[src/lpsd_pkg.sv]
// Package for the length-prefixed string deframer.
// Holds register indexes, field widths and the UTF-8 encoding constants.
// No dependencies.
package lpsd_pkg;

  localparam int unsigned STRINGS_PER_BLOCK = 16;
  localparam int unsigned IDX_W    = 5;
  localparam int unsigned OFFSET_W = 21;
  localparam int unsigned ID_W     = 16;

  // configuration register indexes
  localparam logic [1:0] REG_SOURCE_FORMAT = 2'd0;
  localparam logic [1:0] REG_BLOCK_NUMBER  = 2'd1;
  localparam logic [1:0] REG_TOTAL_BYTES   = 2'd2;

  // source formats
  localparam logic FMT_WIDE   = 1'b0;
  localparam logic FMT_NARROW = 1'b1;

  // UTF-8 encoding
  localparam logic [15:0] UTF8_ONE_LIMIT = 16'h0080;
  localparam logic [15:0] UTF8_TWO_LIMIT = 16'h0800;
  localparam logic [7:0]  UTF8_LEAD2     = 8'hC0;
  localparam logic [7:0]  UTF8_LEAD3     = 8'hE0;
  localparam logic [7:0]  UTF8_CONT      = 8'h80;
  localparam logic [5:0]  UTF8_CONT_MASK = 6'h3F;

endpackage

[src/length_prefixed_string_deframer_top.sv]
// Top level of the length-prefixed string deframer.
// Depends on lpsd_pkg.
//
// The block takes a string-table block one byte per beat and emits the bytes of up to sixteen
// length-prefixed strings, each tagged with its string id ((block_number-1)*16 + index, mod
// 65536). In wide mode (source_format 0) every string starts with a 16-bit little-endian
// code-unit count and carries UTF-16LE units, each turned into one to three UTF-8 bytes;
// surrogates are encoded one by one. In narrow mode (source_format 1) a one-byte length is
// followed by bytes that pass through unchanged. string_end marks the last byte of a string and
// run_last the last output beat caused by one input beat. Parsing stops on a string that would
// run past total_bytes or after sixteen strings; bytes past total_bytes are dropped. Each input
// beat is parsed in the cycle it is accepted and its output bytes (up to three) land in a result
// register that drains one byte per cycle while the output is not stalled. A beat that yields
// no byte leaves the register empty; one that yields bytes holds the input until all have left.
// A wide code unit takes two input beats, a narrow byte one. The next input beat is taken in the
// same cycle the last pending output byte leaves. Configuration writes are always ready and take
// effect on the next beat; they never restart parsing. Only reset starts a new block.
module length_prefixed_string_deframer_top
  import lpsd_pkg::*;
(
  input  logic        clk,
  input  logic        rst,
  // configuration write channel
  input  logic        cfg_valid,
  output logic        cfg_ready,
  input  logic [1:0]  cfg_index,
  input  logic [20:0] cfg_data,
  // input byte channel
  input  logic        in_valid,
  output logic        in_stall,
  input  logic [7:0]  data_byte,
  // output byte channel
  output logic        out_valid,
  input  logic        out_stall,
  output logic [15:0] str_id,
  output logic [7:0]  out_byte,
  output logic        string_end,
  output logic        run_last
);

  typedef enum logic [1:0] {PH_LEN_LO, PH_LEN_HI, PH_DATA, PH_DONE} phase_t;

  // configuration registers
  logic                source_format;
  logic [ID_W-1:0]     block_number;
  logic [OFFSET_W-1:0] total_bytes;

  // parse state
  phase_t              phase,          phase_next;
  logic [OFFSET_W-1:0] byte_offset,    byte_offset_next;
  logic [IDX_W-1:0]    string_index,   string_index_next;
  logic [15:0]         units_left,     units_left_next;
  logic [7:0]          held_byte,      held_byte_next;
  logic                high_half_next, high_half_next_next;

  // result register: up to three bytes of one input beat
  logic                busy;
  logic [1:0]          pos;
  logic [1:0]          last_pos;
  logic [7:0]          res_byte [3];
  logic [ID_W-1:0]     res_id;
  logic                res_last_unit;

  // per-beat outputs of the parser
  logic [1:0]          emit_cnt;
  logic [7:0]          emit_byte [3];
  logic                emit_last_unit;

  logic                in_fire;
  logic                out_fire;
  logic                drain_done;

  logic [ID_W-1:0]     cur_id;
  logic [OFFSET_W:0]   offset_inc;
  logic [OFFSET_W:0]   total_ext;
  logic [15:0]         unit;
  logic [15:0]         units_dec;

  assign cfg_ready  = 1'b1;
  assign out_fire   = out_valid && !out_stall;
  assign drain_done = out_fire && (pos == last_pos);
  // take a new beat when the result register is empty or emptying now
  assign in_stall   = busy && !drain_done;
  assign in_fire    = in_valid && !in_stall;

  assign cur_id     = ((block_number - 16'd1) << 4) + {{(ID_W-IDX_W){1'b0}}, string_index};
  assign offset_inc = {1'b0, byte_offset} + {{OFFSET_W{1'b0}}, 1'b1};
  assign total_ext  = {1'b0, total_bytes};
  assign unit       = {data_byte, held_byte};
  assign units_dec  = units_left - 16'd1;

  always_comb begin
    logic [15:0]       len;
    logic [OFFSET_W:0] need;
    logic              start;
    logic              advance;
    logic [IDX_W-1:0]  idx_inc;

    phase_next          = phase;
    byte_offset_next    = byte_offset;
    string_index_next   = string_index;
    units_left_next     = units_left;
    held_byte_next      = held_byte;
    high_half_next_next = high_half_next;
    emit_cnt            = 2'd0;
    emit_byte[0]        = data_byte;
    emit_byte[1]        = 8'h00;
    emit_byte[2]        = 8'h00;
    emit_last_unit      = 1'b0;
    len                 = 16'd0;
    need                = '0;
    start               = 1'b0;
    advance             = 1'b0;
    idx_inc             = string_index + 5'd1;

    if (byte_offset < total_bytes) begin
      byte_offset_next = offset_inc[OFFSET_W-1:0];
      if (phase != PH_DONE) begin
        if (source_format == FMT_NARROW) begin
          if (phase != PH_DATA) begin
            len   = {8'h00, data_byte};
            need  = offset_inc + {{(OFFSET_W-7){1'b0}}, data_byte};
            start = 1'b1;
          end else begin
            emit_cnt        = 2'd1;
            units_left_next = units_dec;
            emit_last_unit  = (units_dec == 16'd0);
          end
        end else begin
          case (phase)
            PH_LEN_LO: begin
              if ({1'b0, byte_offset} + 22'd2 > total_ext) begin
                phase_next = PH_DONE;
              end else begin
                held_byte_next = data_byte;
                phase_next     = PH_LEN_HI;
              end
            end
            PH_LEN_HI: begin
              len   = unit;
              need  = offset_inc + {{(OFFSET_W-16){1'b0}}, unit, 1'b0};
              start = 1'b1;
            end
            default: begin
              if (!high_half_next) begin
                held_byte_next      = data_byte;
                high_half_next_next = 1'b1;
              end else begin
                high_half_next_next = 1'b0;
                if (unit < UTF8_ONE_LIMIT) begin
                  emit_cnt     = 2'd1;
                  emit_byte[0] = unit[7:0];
                end else if (unit < UTF8_TWO_LIMIT) begin
                  emit_cnt     = 2'd2;
                  emit_byte[0] = UTF8_LEAD2 | {3'b000, unit[10:6]};
                  emit_byte[1] = UTF8_CONT | {2'b00, unit[5:0] & UTF8_CONT_MASK};
                end else begin
                  emit_cnt     = 2'd3;
                  emit_byte[0] = UTF8_LEAD3 | {4'h0, unit[15:12]};
                  emit_byte[1] = UTF8_CONT | {2'b00, unit[11:6] & UTF8_CONT_MASK};
                  emit_byte[2] = UTF8_CONT | {2'b00, unit[5:0] & UTF8_CONT_MASK};
                end
                units_left_next = units_dec;
                emit_last_unit  = (units_dec == 16'd0);
              end
            end
          endcase
        end

        if (start) begin
          if (need > total_ext) begin
            phase_next = PH_DONE;
          end else begin
            units_left_next     = len;
            high_half_next_next = 1'b0;
            if (len == 16'd0) begin
              advance = 1'b1;
            end else begin
              phase_next = PH_DATA;
            end
          end
        end
        if (emit_last_unit) begin
          advance = 1'b1;
        end
        // close the string: advance the index, stop once the table is full
        if (advance) begin
          string_index_next   = idx_inc;
          high_half_next_next = 1'b0;
          phase_next = (idx_inc >= IDX_W'(STRINGS_PER_BLOCK)) ? PH_DONE : PH_LEN_LO;
        end
      end
    end
  end

  always_ff @(posedge clk) begin
    if (rst) begin
      source_format  <= FMT_WIDE;
      block_number   <= 16'd1;
      total_bytes    <= '0;
      phase          <= PH_LEN_LO;
      byte_offset    <= '0;
      string_index   <= '0;
      units_left     <= '0;
      held_byte      <= '0;
      high_half_next <= 1'b0;
      busy           <= 1'b0;
      pos            <= 2'd0;
      last_pos       <= 2'd0;
    end else begin
      if (cfg_valid && cfg_ready) begin
        case (cfg_index)
          REG_SOURCE_FORMAT: source_format <= cfg_data[0];
          REG_BLOCK_NUMBER:  block_number  <= cfg_data[15:0];
          REG_TOTAL_BYTES:   total_bytes   <= cfg_data;
          default: ;
        endcase
      end

      if (in_fire) begin
        phase          <= phase_next;
        byte_offset    <= byte_offset_next;
        string_index   <= string_index_next;
        units_left     <= units_left_next;
        held_byte      <= held_byte_next;
        high_half_next <= high_half_next_next;
        // load the result register, or leave it empty when the beat yields nothing
        busy <= (emit_cnt != 2'd0);
        pos  <= 2'd0;
        if (emit_cnt != 2'd0) begin
          last_pos <= emit_cnt - 2'd1;
        end
      end else if (out_fire) begin
        // step through the held bytes, free the register after the last one
        if (drain_done) begin
          busy <= 1'b0;
        end else begin
          pos <= pos + 2'd1;
        end
      end
    end
  end

  // result payload: load with each productive beat, no reset needed
  always_ff @(posedge clk) begin
    if (in_fire && emit_cnt != 2'd0) begin
      res_byte[0]   <= emit_byte[0];
      res_byte[1]   <= emit_byte[1];
      res_byte[2]   <= emit_byte[2];
      res_id        <= cur_id;
      res_last_unit <= emit_last_unit;
    end
  end

  assign out_valid  = busy;
  assign str_id     = res_id;
  assign out_byte   = res_byte[pos];
  assign run_last   = (pos == last_pos);
  assign string_end = res_last_unit && (pos == last_pos);

`ifndef SYNTH
  a_idle_takes_input: assert property (@(posedge clk) disable iff (rst)
    !busy |-> !in_stall) else $error("input stalled with empty result register");
  a_pos_in_range: assert property (@(posedge clk) disable iff (rst)
    busy |-> (pos <= last_pos)) else $error("result pointer past last byte");
  a_end_is_last: assert property (@(posedge clk) disable iff (rst)
    (out_valid && string_end) |-> run_last) else $error("string end not on last beat");
  a_done_sticks: assert property (@(posedge clk) disable iff (rst)
    (phase == PH_DONE) |=> (phase == PH_DONE)) else $error("parser left done state");
`endif

endmodule

[config.mk]
export PLATFORM = sky130hd
export DESIGN_NAME = length_prefixed_string_deframer_top
export DESIGN_NICKNAME = d
export VERILOG_FILES = /design/src/lpsd_pkg.sv /design/src/length_prefixed_string_deframer_top.sv
export SDC_FILE = /design/constraint.sdc
export NUM_CORES = 1
export LEC_CHECK = 0
export BUFFER_PORTS_ARGS = -buffer_cell sky130_fd_sc_hd__clkbuf_2
export CAP_MARGIN = 25
export CORE_ASPECT_RATIO = 0.7
export CORE_MARGIN = 5
export CORE_UTILIZATION = 35
export CTS_BUF_LIST = sky130_fd_sc_hd__clkbuf_4
export CTS_CLUSTER_DIAMETER = 150
export DETAILED_ROUTE_END_ITERATION = 7
export GPL_TIMING_DRIVEN = 0
export PLACE_DENSITY = 0.62
export SKIP_LAST_GASP = 1
export SLEW_MARGIN = 10
export SYNTH_ARGS = -nofsm -noshare
export SYNTH_HDL_FRONTEND = slang
export SYNTH_SLANG_ARGS = --single-unit
[constraint.sdc]
create_clock -name clk -period 7 [get_ports clk]
set_input_delay 1.05 -clock clk [delete_from_list [all_inputs] [get_ports clk]]
set_output_delay 1.05 -clock clk [all_outputs]
set_load 0.1 [all_outputs]
==> flow_metrics.tcl, run 1 <==
set metrics [dict create \
    antenna_found_initial 0 \
    synth_xor_area_share_pct 8.62 \
    cts_tree "done" \
    ys_ff_latch 133 \
    start_util_pct 35.2 \
    slew_headroom_pct 35.4 \
    die_area_sq_um 33700 \
    wl_met3_um 3240 \
    grt.total_usage_pct 19.4 \
    path_buf_inv 4 \
    r2r_start "byte_offset[2]$_SDFFE_PP0P_" \
    layout_common_cells "165 x nand2_1, 115 x nor2_1, 101 x a21oi_1, 98 x ha_1, 94 x dfxtp_1" \
    tightest_slew_ns 0.960 \
    wl_met1_um 16600 \
    worst_ep_required_time_ns 7.52 \
    crit_arrival_ns 6.99 \
    path_delay_family "compound AO/OA/AOI/OAI gates" \
    clockBufferDepth 2 \
    slew_violations 0 \
    die_width_um 217 \
    cp_num_cells 24 \
    finalSetupViolations 0 \
    critPathSlowestCell "or3b_4" \
    grt_pass1_vias 9138 \
    drt_first_pass_iters 6 \
    outcome "completed" \
    overflow 0 \
    cap_viol_max_count 0 \
    stdcell_count 1772 \
    seq_area_frac_synth_pct 29.0 \
    htreeDepth 4 \
    grt_pass1_wl_um 51500 \
    ys_async_sr_fraction_pct 0 \
    n_fill_cell 3130 \
    utilization_pct 39.2 \
    postCtsHoldBufs 0 \
    synth.cell_area_sq_um 10500 \
    p_per_area_nw_per_um2 172 \
    insertion_delay_ns 0.62 \
    synth-adder-area-share_pct 12.0 \
    vias 9903 \
    period_share_pct 92.4 \
    cp-end-kind "flop" \
    syn_nets 1424 \
    r2r_setup_slack_ns 0.54 \
    final_antenna_net_count 0 \
    via_per_inst 5.59 \
    drive_gt1_share_pct 11.2 \
    clk_pin_slew_ns 0.13 \
    synth_compound_area_share_pct 18.9 \
    hpwl_um 25800 \
    core_area_sq_um 29800 \
    top_layer "met4" \
    ios 65 \
    synthToLayoutAreaGrowth_pct 11.3 \
    routed_wl_um 32800 \
    cts-root-buf "clkbuf_4" \
    worst_hold_slack_ns 0.463 \
    drc 0 \
    syn_area_per_cell_sq_um 8.16 \
    startpoint_type "input pin" \
    layout.nets 1510 \
    clock_skew_ns 0.0271 \
    final_cell_area_sq_um 11700 \
    multi_input_area_sq_um 6900 \
    port_buffers 62 \
    postSynthCellCount 1288 \
    clkSinkCount 133 \
    yosys.area_share.simple_pct 23.6 \
    diodes 0 \
    placed_cells 1736 \
    ir_worst_vdd_uv 106 \
    die_h_um 155 \
    cts_buffers 17 \
    seq_area_sq_um 3050 \
    reg2reg_to "string_index[4]$_SDFFE_PP0P_" \
    synth_ff_type "dfxtp_1" \
    critPathMaxStageDelay_ns 0.49 \
    worstPathMaxFanout 8 \
    fmax_ghz 0.155 \
    first_iter_violations 1020 \
    finalHoldViolCount 0 \
    final_common_cell "nand2_1" \
    synth_mux_area_share_pct 2.32 \
    p_leak_nw 4.79 \
    placed_area_sq_um 11300 \
    period_minus_slack_ns 6.47 \
    synth_cell_type_count 90 \
    grt_start_max_net_pins 24 \
    wl_per_cell_um 18.5 \
    ys_warn_count 0 \
    crit_end "string_index[4]$_SDFFE_PP0P_" \
    total_power_w 0.00201 \
    rsz0062_at_grt "no" \
    placementRows 53 \
    crit_chain "clkbuf_2 -> clkbuf_1 -> inv_1 -> fa_1 -> nor2b_1 -> o21ai_0 -> a21boi_0 -> o31ai_1 -> or3b_4 -> or3b_1 -> nand2_1 -> o2111ai_1 -> mux2i_1 -> ha_1 -> nand3_1 -> nor3_1 -> a21oi_1 -> a21oi_1 -> a41o_1 -> nand2_1 -> o311ai_4 -> buf_4 -> nand2b_1 -> mux2_2" \
    timing.critical_path.from "data_byte[1]" \
    place_congestion 0.908 \
    synth_edf_count 39 \
    critPathKind "in2reg" \
    wl_met2_um 12600 \
    hold_path.class "reg2reg" \
    reg2reg_depth 23 \
    synth_top_family_by_area "simple AND/OR/NAND/NOR gates" \
]
==> registers in the layout (all words and copies together), names as in the netlist, 5 cells and up, named ones only <==
signal,count
block_number,12
byte_offset,21
held_byte,8
res_byte,22
str_id,16
string_index,5
total_bytes,21
units_left,16
==> power breakdown <==
group          leakage [nW]  internal [W]  switching [W]  total, W
Combinational          3.54      0.000188       0.000358  0.000546
Clock                 0.166      0.000296       0.000321  0.000616
Sequential             1.08      0.000817      0.0000343  0.000851
==> how the worst min path moves through the flow <==
stage	start	to	slack, ns	cells after the start
floorplan	total_bytes[10]$_SDFFE_PP0P_	total_bytes[10]$_SDFFE_PP0P_	0.44	2
global placement	total_bytes[7]$_SDFFE_PP0P_	total_bytes[7]$_SDFFE_PP0P_	0.44	2
detailed placement	total_bytes[9]$_SDFFE_PP0P_	total_bytes[9]$_SDFFE_PP0P_	0.45	2
CTS	total_bytes[17]$_SDFFE_PP0P_	total_bytes[17]$_SDFFE_PP0P_	0.46	2
global route	total_bytes[20]$_SDFFE_PP0P_	total_bytes[20]$_SDFFE_PP0P_	0.48	2
finish	total_bytes[14]$_SDFFE_PP0P_	total_bytes[14]$_SDFFE_PP0P_	0.46	2
==> kinds of logic (layout without fill, tap and decap cells) <==
family | Yosys count | in the layout
simple gates | 491 | 491
compound gates | 306 | 306
flops | 133 | 133
buf+inv | 133 | 232
fa+ha+maj | 100 | 100
xor+xnor | 100 | 100
mux | 24 | 24
other cells | 1 | 1
==> routing by layer <==
metal / vias to the layer above / global-route usage (%)
met2: 410 / 26.2
met1: 4654 / 30.5
met4: 0 / 3.94
met5: - / 0
li1: 4804 / -
met3: 35 / 5.25
==> repair_timing <==
item                                    CTS  global route
endpoints found under the setup margin    0            17
setup buffers                             0             2
gates resized for setup                   0             1
==> cells in the mapped netlist (all sizes together), types with 7 or more instances <==
master | number | share of area [%]
nand2 | 166 | 6.0
nor2 | 116 | 4.1
a21oi | 102 | 4.9
ha | 98 | 12
dfxtp | 94 | 18
inv | 64 | 2.3
xnor2 | 54 | 4.6
o21ai | 51 | 2.4
clkbuf | 49 | 1.8
xor2 | 46 | 4.0
edfxtp | 39 | 11
nor3 | 34 | 1.8
nand3 | 30 | 1.5
a21o | 22 | 1.6
mux2i | 21 | 2.0
nor4 | 21 | 1.7
buf | 20 | 1.4
nand4 | 20 | 1.7
o22ai | 20 | 1.2
nor2b | 16 | 0.95
and3 | 15 | 0.89
or3 | 15 | 0.89
a31oi | 14 | 0.89
nand2b | 13 | 0.80
o31ai | 11 | 0.83
a211oi | 10 | 0.71
and2 | 9 | 0.54
a22oi | 8 | 0.57
a32oi | 8 | 0.67
o211ai | 8 | 0.57
o31a | 7 | 0.58
or2 | 7 | 0.42
==> final cells by class <==
cell class                 instances  share of cell area [%]
sequential                       133                    26.1
buffer                            69                    2.83
timing repair buffer              67                    3.10
clock inverter                    12                    1.52
tap                              385                    4.12
clock buffer                      20                    1.28
inverter                          64                    2.05
multi-input combinational       1022                    59.0
==> per-stage QoR <==
stage,setup slack [ns],setup TNS [ns]
final,0.533,0
after floorplan,1.47,0
after CTS,0.512,0
after global placement,0.103,0
after global routing,0.00734,0
after detailed placement,-0.0342,-0.0342
==> worst reg2reg max path, delay by kind of cell, from the launching register on <==
family	cells	cell delay, ns
xor gates and xnor gates	1	0.28
buffers and inverters	1	0.23
AOI/OAI and AO/OA	9	2.49
muxes	2	0.39
DFF	1	0.54
and+or+nand+nor	7	1.33
adders and majority gates	3	1.11
(Power assumes the default switching activity.)
==> inputs of run 2 (changes only) <==
Settings changed: CTS_BUF_LIST sky130_fd_sc_hd__clkbuf_4 to sky130_fd_sc_hd__clkbuf_2 sky130_fd_sc_hd__clkbuf_4 sky130_fd_sc_hd__clkbuf_8.
==> run 2 against run 1 <==
  * Total power increased by 6.1%
  * Cell count unchanged
  * Via count decreased by 0.20%
  * Critical endpoint is now units_left[11]$_SDFFE_PP0P_
  * Sequential power about the same
  * Highest routed layer is now met5
  * First-iteration DRC count increased by 8.5%
  * Global-route usage increased by 0.063 points
  * Flip-flop and latch count unchanged
==> flow_metrics.tcl, run 2 (synthesis gave the netlist of run 1 again) <==
set metrics [dict create \
    overflow 0 \
    diodes 0 \
    core_area_sq_um 29800 \
    cts_buffers 17 \
    internal_power_w 0.00140 \
    slew_violations 0 \
    p_sw_share_pct 34.3 \
    placementRows 53 \
    p_per_area_nw_per_um2 181 \
    htreeDepth 4 \
    grt.total_usage_pct 19.5 \
    clock_skew_ns 0.0186 \
    crit_arrival_ns 7.06 \
    critPathMaxStageDelay_ns 0.49 \
    critPathSlowestCell "or3b_4" \
    die_h_um 155 \
    grt_start_max_net_pins 24 \
    r2r_start "byte_offset[2]$_SDFFE_PP0P_" \
    largest_register "res_byte" \
    hold_end "total_bytes[14]$_SDFFE_PP0P_" \
    worstPathMaxFanout 10 \
    drt_first_pass_iters 6 \
    drc 0 \
    cts-root-buf "clkbuf_8" \
    power_frac_clock_pct 34.6 \
    routed_wl_um 32900 \
    setup_slack_ns 0.321 \
    cp-end-kind "flop" \
    cts_tree "done" \
    fmax_ghz 0.150 \
    worst_ep_required_time_ns 7.38 \
    placed_area_sq_um 11300 \
    insertion_delay_ns 0.50 \
    final_antenna_net_count 0 \
    cap_viol_max_count 0 \
    ios 65 \
    layout.nets 1510 \
    grt_pass1_vias 9104 \
    period_minus_slack_ns 6.68 \
    critPathKind "in2reg" \
    period_share_pct 95.4 \
    clk_pin_slew_ns 0.08 \
    largest_reg_flops 22 \
    rsz0062_at_grt "no" \
    die_area_sq_um 33700 \
    slew_headroom_pct 38.0 \
    p_sw_w 0.000732 \
    start_util_pct 35.2 \
    finalHoldViolCount 0 \
    reg_top3 "res_byte (22), byte_offset (21), total_bytes (21)" \
    crit_chain "clkbuf_2 -> clkbuf_1 -> inv_1 -> fa_1 -> nor2b_1 -> o21ai_0 -> a21boi_0 -> o31ai_1 -> or3b_4 -> or3b_1 -> nand2_1 -> o2111ai_1 -> mux2i_1 -> ha_1 -> nand3_1 -> nor3_1 -> a21oi_1 -> a21oi_1 -> a41o_1 -> nor2b_1 -> buf_6 -> buf_6 -> a32oi_1 -> o32ai_1" \
    final_cell_area_sq_um 11800 \
    p_leak_nw 4.83 \
    r2r_setup_slack_ns 0.50 \
    startpoint_type "input pin" \
    tns_ns 0 \
    final_common_cell "nand2_1" \
    via_per_inst 5.58 \
    vias 9883 \
    grt_pass1_wl_um 51700 \
    reg2reg_to "units_left[11]$_SDFFE_PP0P_" \
    tightest_slew_ns 0.920 \
    reg2reg_depth 23 \
    postCtsHoldBufs 0 \
    ir_worst_vdd_uv 105 \
    antenna_found_initial 0 \
    clockBufferDepth 2 \
    synthToLayoutAreaGrowth_pct 12.3 \
    die_width_um 217 \
    utilization_pct 39.6 \
    hpwl_um 25800 \
    place_congestion 0.908 \
    layout_common_cells "165 x nand2_1, 115 x nor2_1, 101 x a21oi_1, 98 x ha_1, 94 x dfxtp_1" \
    power_frac_seq_pct 39.8 \
    total_power_w 0.00214 \
    outcome "completed" \
    clkSinkCount 133 \
    first_iter_violations 1107 \
    drive_gt1_share_pct 11.2 \
    wl_per_cell_um 18.6 \
    hp-start "total_bytes[14]$_SDFFE_PP0P_" \
    comb_power_share_pct 25.6 \
    port_buffers 62 \
    finalSetupViolations 0 \
    pre_cts_ws_ns -0.0342 \
    hold_path.class "reg2reg" \
    min_delay_path_depth 2 \
]
-- run 2: cell types whose count changed in the layout (fill, tap and decap cells not counted) --
cell / change
clkbuf_4: -17
clkbuf_8: +17
-- run 2: worst max path at each step --
stage / start / to / slack, ns / cells past startpoint
2_1_floorplan: data_byte[1] / string_index[3]$_SDFFE_PP0P_ / 1.47 / 22
5_1_grt: byte_offset[2]$_SDFFE_PP0P_ / units_left[11]$_SDFFE_PP0P_ / 0.02 / 24
6_report: data_byte[1] / units_left[11]$_SDFFE_PP0P_ / 0.32 / 24
3_3_place_gp: data_byte[1] / string_index[3]$_SDFFE_PP0P_ / 0.10 / 23
4_1_cts: data_byte[1] / string_index[3]$_SDFFE_PP0P_ / 0.51 / 23
3_5_place_dp: data_byte[1] / string_index[3]$_SDFFE_PP0P_ / -0.03 / 23
-- run 2: timing repair --
item / 4_1_cts / 5_1_grt
resized for setup: 0 / 1
endpoints found under the setup margin: 0 / 16
hold endpoints to repair: 0 / 0
buffers inserted: 0 / 2
-- run 2: final cells by class --
cell class / instances / area [sq um]
Buffer: 69 / 332
Tap cell: 385 / 482
Multi-Input combinational cell: 1022 / 6900
Clock buffer: 20 / 256
Sequential cell: 133 / 3050
Fill cell: 3115 / 18000
Timing Repair Buffer: 67 / 363
Clock inverter: 12 / 178
Inverter: 64 / 240
-- run 2: power by group through the flow --
stage               combinational [W]  sequential (W)  clock [W]
floorplan                    0.000360        0.000860          0
global placement             0.000514        0.000866          0
detailed placement           0.000521        0.000867          0
CTS                          0.000526        0.000849   0.000755
global route                 0.000592        0.000853   0.000795
finish                       0.000546        0.000851   0.000739
-- run 2: critical path: cells and delay by family --
| family | cells | cell delay (ns) |
|---|---|---|
| AND/OR/NAND/NOR | 7 | 1.95 |
| AO/OA/AOI/OAI | 9 | 1.79 |
| buffers and inverters | 5 | 1.19 |
| adder cells (fa/ha/maj) | 2 | 0.89 |
| multiplexers | 1 | 0.17 |
-- run 2: routing by layer --
metal  part of all wire, %  GRT usage, %
met1                    50          30.6
met2                    38          26.1
met3                    10          5.41
met4                   1.3          3.88
met5                  0.11             0
-- run 2: through the flow --
| step | instances | hold slack, ns |
|---|---|---|
| 4_1_cts | 1768 | 0.459 |
| 3_3_place_gp | 1735 | 0.445 |
| 5_1_grt | 1772 | 0.477 |
| 6_report | 1772 | 0.457 |
| 3_5_place_dp | 1736 | 0.446 |
| 2_1_floorplan | 1288 | 0.436 |
==> inputs of run 3 (changes only) <==
--- a/config.mk
+++ b/config.mk
@@ -15,5 +15,4 @@
 export DETAILED_ROUTE_END_ITERATION = 7
 export GPL_TIMING_DRIVEN = 0
-export PLACE_DENSITY = 0.62
 export SKIP_LAST_GASP = 1
 export SLEW_MARGIN = 10
==> constraint.sdc (replaced) <==
create_clock -name clk -period 7 [get_ports clk]
set_input_delay 0.7 -clock clk [delete_from_list [all_inputs] [get_ports clk]]
set_output_delay 0.7 -clock clk [all_outputs]
set_load 0.1 [all_outputs]
==> run 3 against run 2 <==
  * Clock power fell by 8.9%
  * Die area did not move
  * Flip-flop and latch count did not move
  * Hold slack improved by 0.0014 ns
  * First-iteration DRC count fell by 11%
  * Cell area fell by 0.44%
  * Setup slack improved by 0.14 ns
  * Highest routed layer is now met4
==> flow_metrics.tcl, run 3 (synthesis gave the netlist of run 1 again) <==
set metrics [dict create \
    outcome "completed" \
    antenna_found_initial 0 \
    overflow 0 \
    grt.total_usage_pct 19.4 \
    final_antenna_net_count 0 \
    cts_tree "done" \
    largest_register "res_byte" \
    diodes 0 \
    critPathSlowestCell "dfxtp_1" \
    cts-root-buf "clkbuf_8" \
    drive_gt1_share_pct 11.1 \
    drt_first_pass_iters 6 \
    die_width_um 217 \
    finalSetupViolations 0 \
    period_share_pct 93.3 \
    crit_chain "ha_1 -> nand4_4 -> nor2_1 -> xor2_1 -> ha_1 -> a2111oi_0 -> nand2_1 -> a41o_1 -> a211oi_1 -> o31ai_1 -> a21oi_1 -> o22ai_1 -> ha_1 -> nand4_1 -> nor4_2 -> a21oi_1 -> a21oi_1 -> a41o_1 -> nand2_1 -> o311ai_4 -> buf_12 -> nand4_1 -> mux2_1" \
    final_cell_area_sq_um 11800 \
    p_leak_nw 4.79 \
    tightest_slew_ns 1.09 \
    die_area_sq_um 33700 \
    grt_pass1_wl_um 51900 \
    grt_pass1_vias 9161 \
    place_congestion 0.933 \
    htreeDepth 4 \
    cap_viol_max_count 0 \
    drc 0 \
    finalHoldViolCount 0 \
    period_minus_slack_ns 6.53 \
    via_per_inst 5.57 \
    rsz0062_at_grt "no" \
    clk_pin_slew_ns 0.09 \
    layout.nets 1508 \
    cp-end-kind "flop" \
    ir_worst_vdd_uv 89.5 \
    tns_ns 0 \
    hold_path.class "in2reg" \
    critPathMaxStageDelay_ns 0.52 \
    total_power_w 0.00206 \
    ios 65 \
    largest_reg_flops 22 \
    placed_area_sq_um 11300 \
    reg_top3 "res_byte (22), byte_offset (21), total_bytes (21)" \
    grt_start_max_net_pins 24 \
    p_per_area_nw_per_um2 176 \
    clock_skew_ns 0.0153 \
    layout_common_cells "165 x nand2_1, 115 x nor2_1, 101 x a21oi_1, 98 x ha_1, 94 x dfxtp_1" \
    slew_headroom_pct 25.4 \
    fmax_ghz 0.153 \
    crit_arrival_ns 6.89 \
    start_util_pct 35.2 \
    first_iter_violations 990 \
    clkSinkCount 133 \
    clockBufferDepth 2 \
    wl_per_cell_um 18.6 \
    core_area_sq_um 29800 \
    path_buf_inv 1 \
    cts_buffers 17 \
    final_common_cell "nand2_1" \
    hpwl_um 25700 \
    die_h_um 155 \
    postCtsHoldBufs 0 \
    placementRows 53 \
    synthToLayoutAreaGrowth_pct 11.8 \
    worst_ep_required_time_ns 7.36 \
    path_delay_family "compound AO/OA/AOI/OAI gates" \
    worstPathMaxFanout 10 \
    insertion_delay_ns 0.47 \
    startpoint_type "flop" \
    critPathKind "reg2reg" \
    slew_violations 0 \
    routed_wl_um 32800 \
    vias 9846 \
    port_buffers 62 \
]
[run 3: cell count changes in the layout (fill, tap and decap cells not counted)]
cell / previous run / this run
bufinv_16: 4 / 2
clkinvlp_4: 4 / 6
clkbuf_2: 65 / 64
clkbuf_4: 3 / 2
buf_4: 9 / 7
buf_12: 0 / 1
[run 3: repair_timing]
| action | in CTS | in global routing |
|---|---|---|
| setup endpoints to repair | 0 | 7 |
| resized for setup | 0 | 1 |
| buffers inserted | 0 | 1 |
[run 3: final timing paths]
check,startpoint,slack (ns),to,cells past startpoint
min,cfg_data[18],0.46,total_bytes[18]$_SDFFE_PP0P_,3
max,byte_offset[2]$_SDFFE_PP0P_,0.47,string_index[3]$_SDFFE_PP0P_,23
min reg2reg,total_bytes[9]$_SDFFE_PP0P_,0.46,total_bytes[9]$_SDFFE_PP0P_,2
max reg2reg,byte_offset[2]$_SDFFE_PP0P_,0.47,string_index[3]$_SDFFE_PP0P_,23
[run 3: cell type report]
class / instances / area [sq um]
fill: 3081 / 18100
sequential: 133 / 3050
clock buffer: 19 / 249
multi-input combinational: 1022 / 6900
timing repair buffer: 65 / 363
buffer: 69 / 332
inverter: 64 / 240
clock inverter: 12 / 133
tap: 385 / 482
[run 3: worst reg2reg max path, cell delays in order, from the launching register on]
cell	delay (ns)
dfxtp_1	0.52
ha_1	0.38
nand4_4	0.23
nor2_1	0.33
xor2_1	0.30
ha_1	0.34
a2111oi_0	0.39
nand2_1	0.15
a41o_1	0.34
a211oi_1	0.42
o31ai_1	0.21
a21oi_1	0.21
o22ai_1	0.12
ha_1	0.33
nand4_1	0.16
nor4_2	0.40
a21oi_1	0.15
a21oi_1	0.14
a41o_1	0.25
nand2_1	0.13
o311ai_4	0.33
buf_12	0.17
nand4_1	0.11
mux2_1	0.32
[run 3: per-layer routing]
metal  vias up  share of wire [%]  GRT usage (%)
li1       4798                  -              -
met5         -                  0              0
met2       428                 39           26.9
met1      4586                 50           30.2
met4         0                1.3           3.94
met3        34                9.5           4.63
[run 3: where the power goes]
part           internal [W]  total [W]  switching (W)
clock network      0.000322   0.000673       0.000351
logic              0.000190   0.000541       0.000351
registers          0.000816   0.000850      0.0000338
[run 3: stage by stage]
| step | hold slack [ns] | setup slack (ns) | utilization, % | cells |
|---|---|---|---|---|
| 3_3_place_gp | 0.445 | 0.402 | 37.9 | 1735 |
| 5_1_grt | 0.452 | 0.0290 | 39.4 | 1769 |
| 4_1_cts | 0.433 | 0.468 | 39.3 | 1767 |
| 3_5_place_dp | 0.448 | 0.373 | 38.0 | 1736 |
| 6_report | 0.459 | 0.466 | 39.4 | 1769 |
| 2_1_floorplan | 0.436 | 1.82 | - | 1288 |
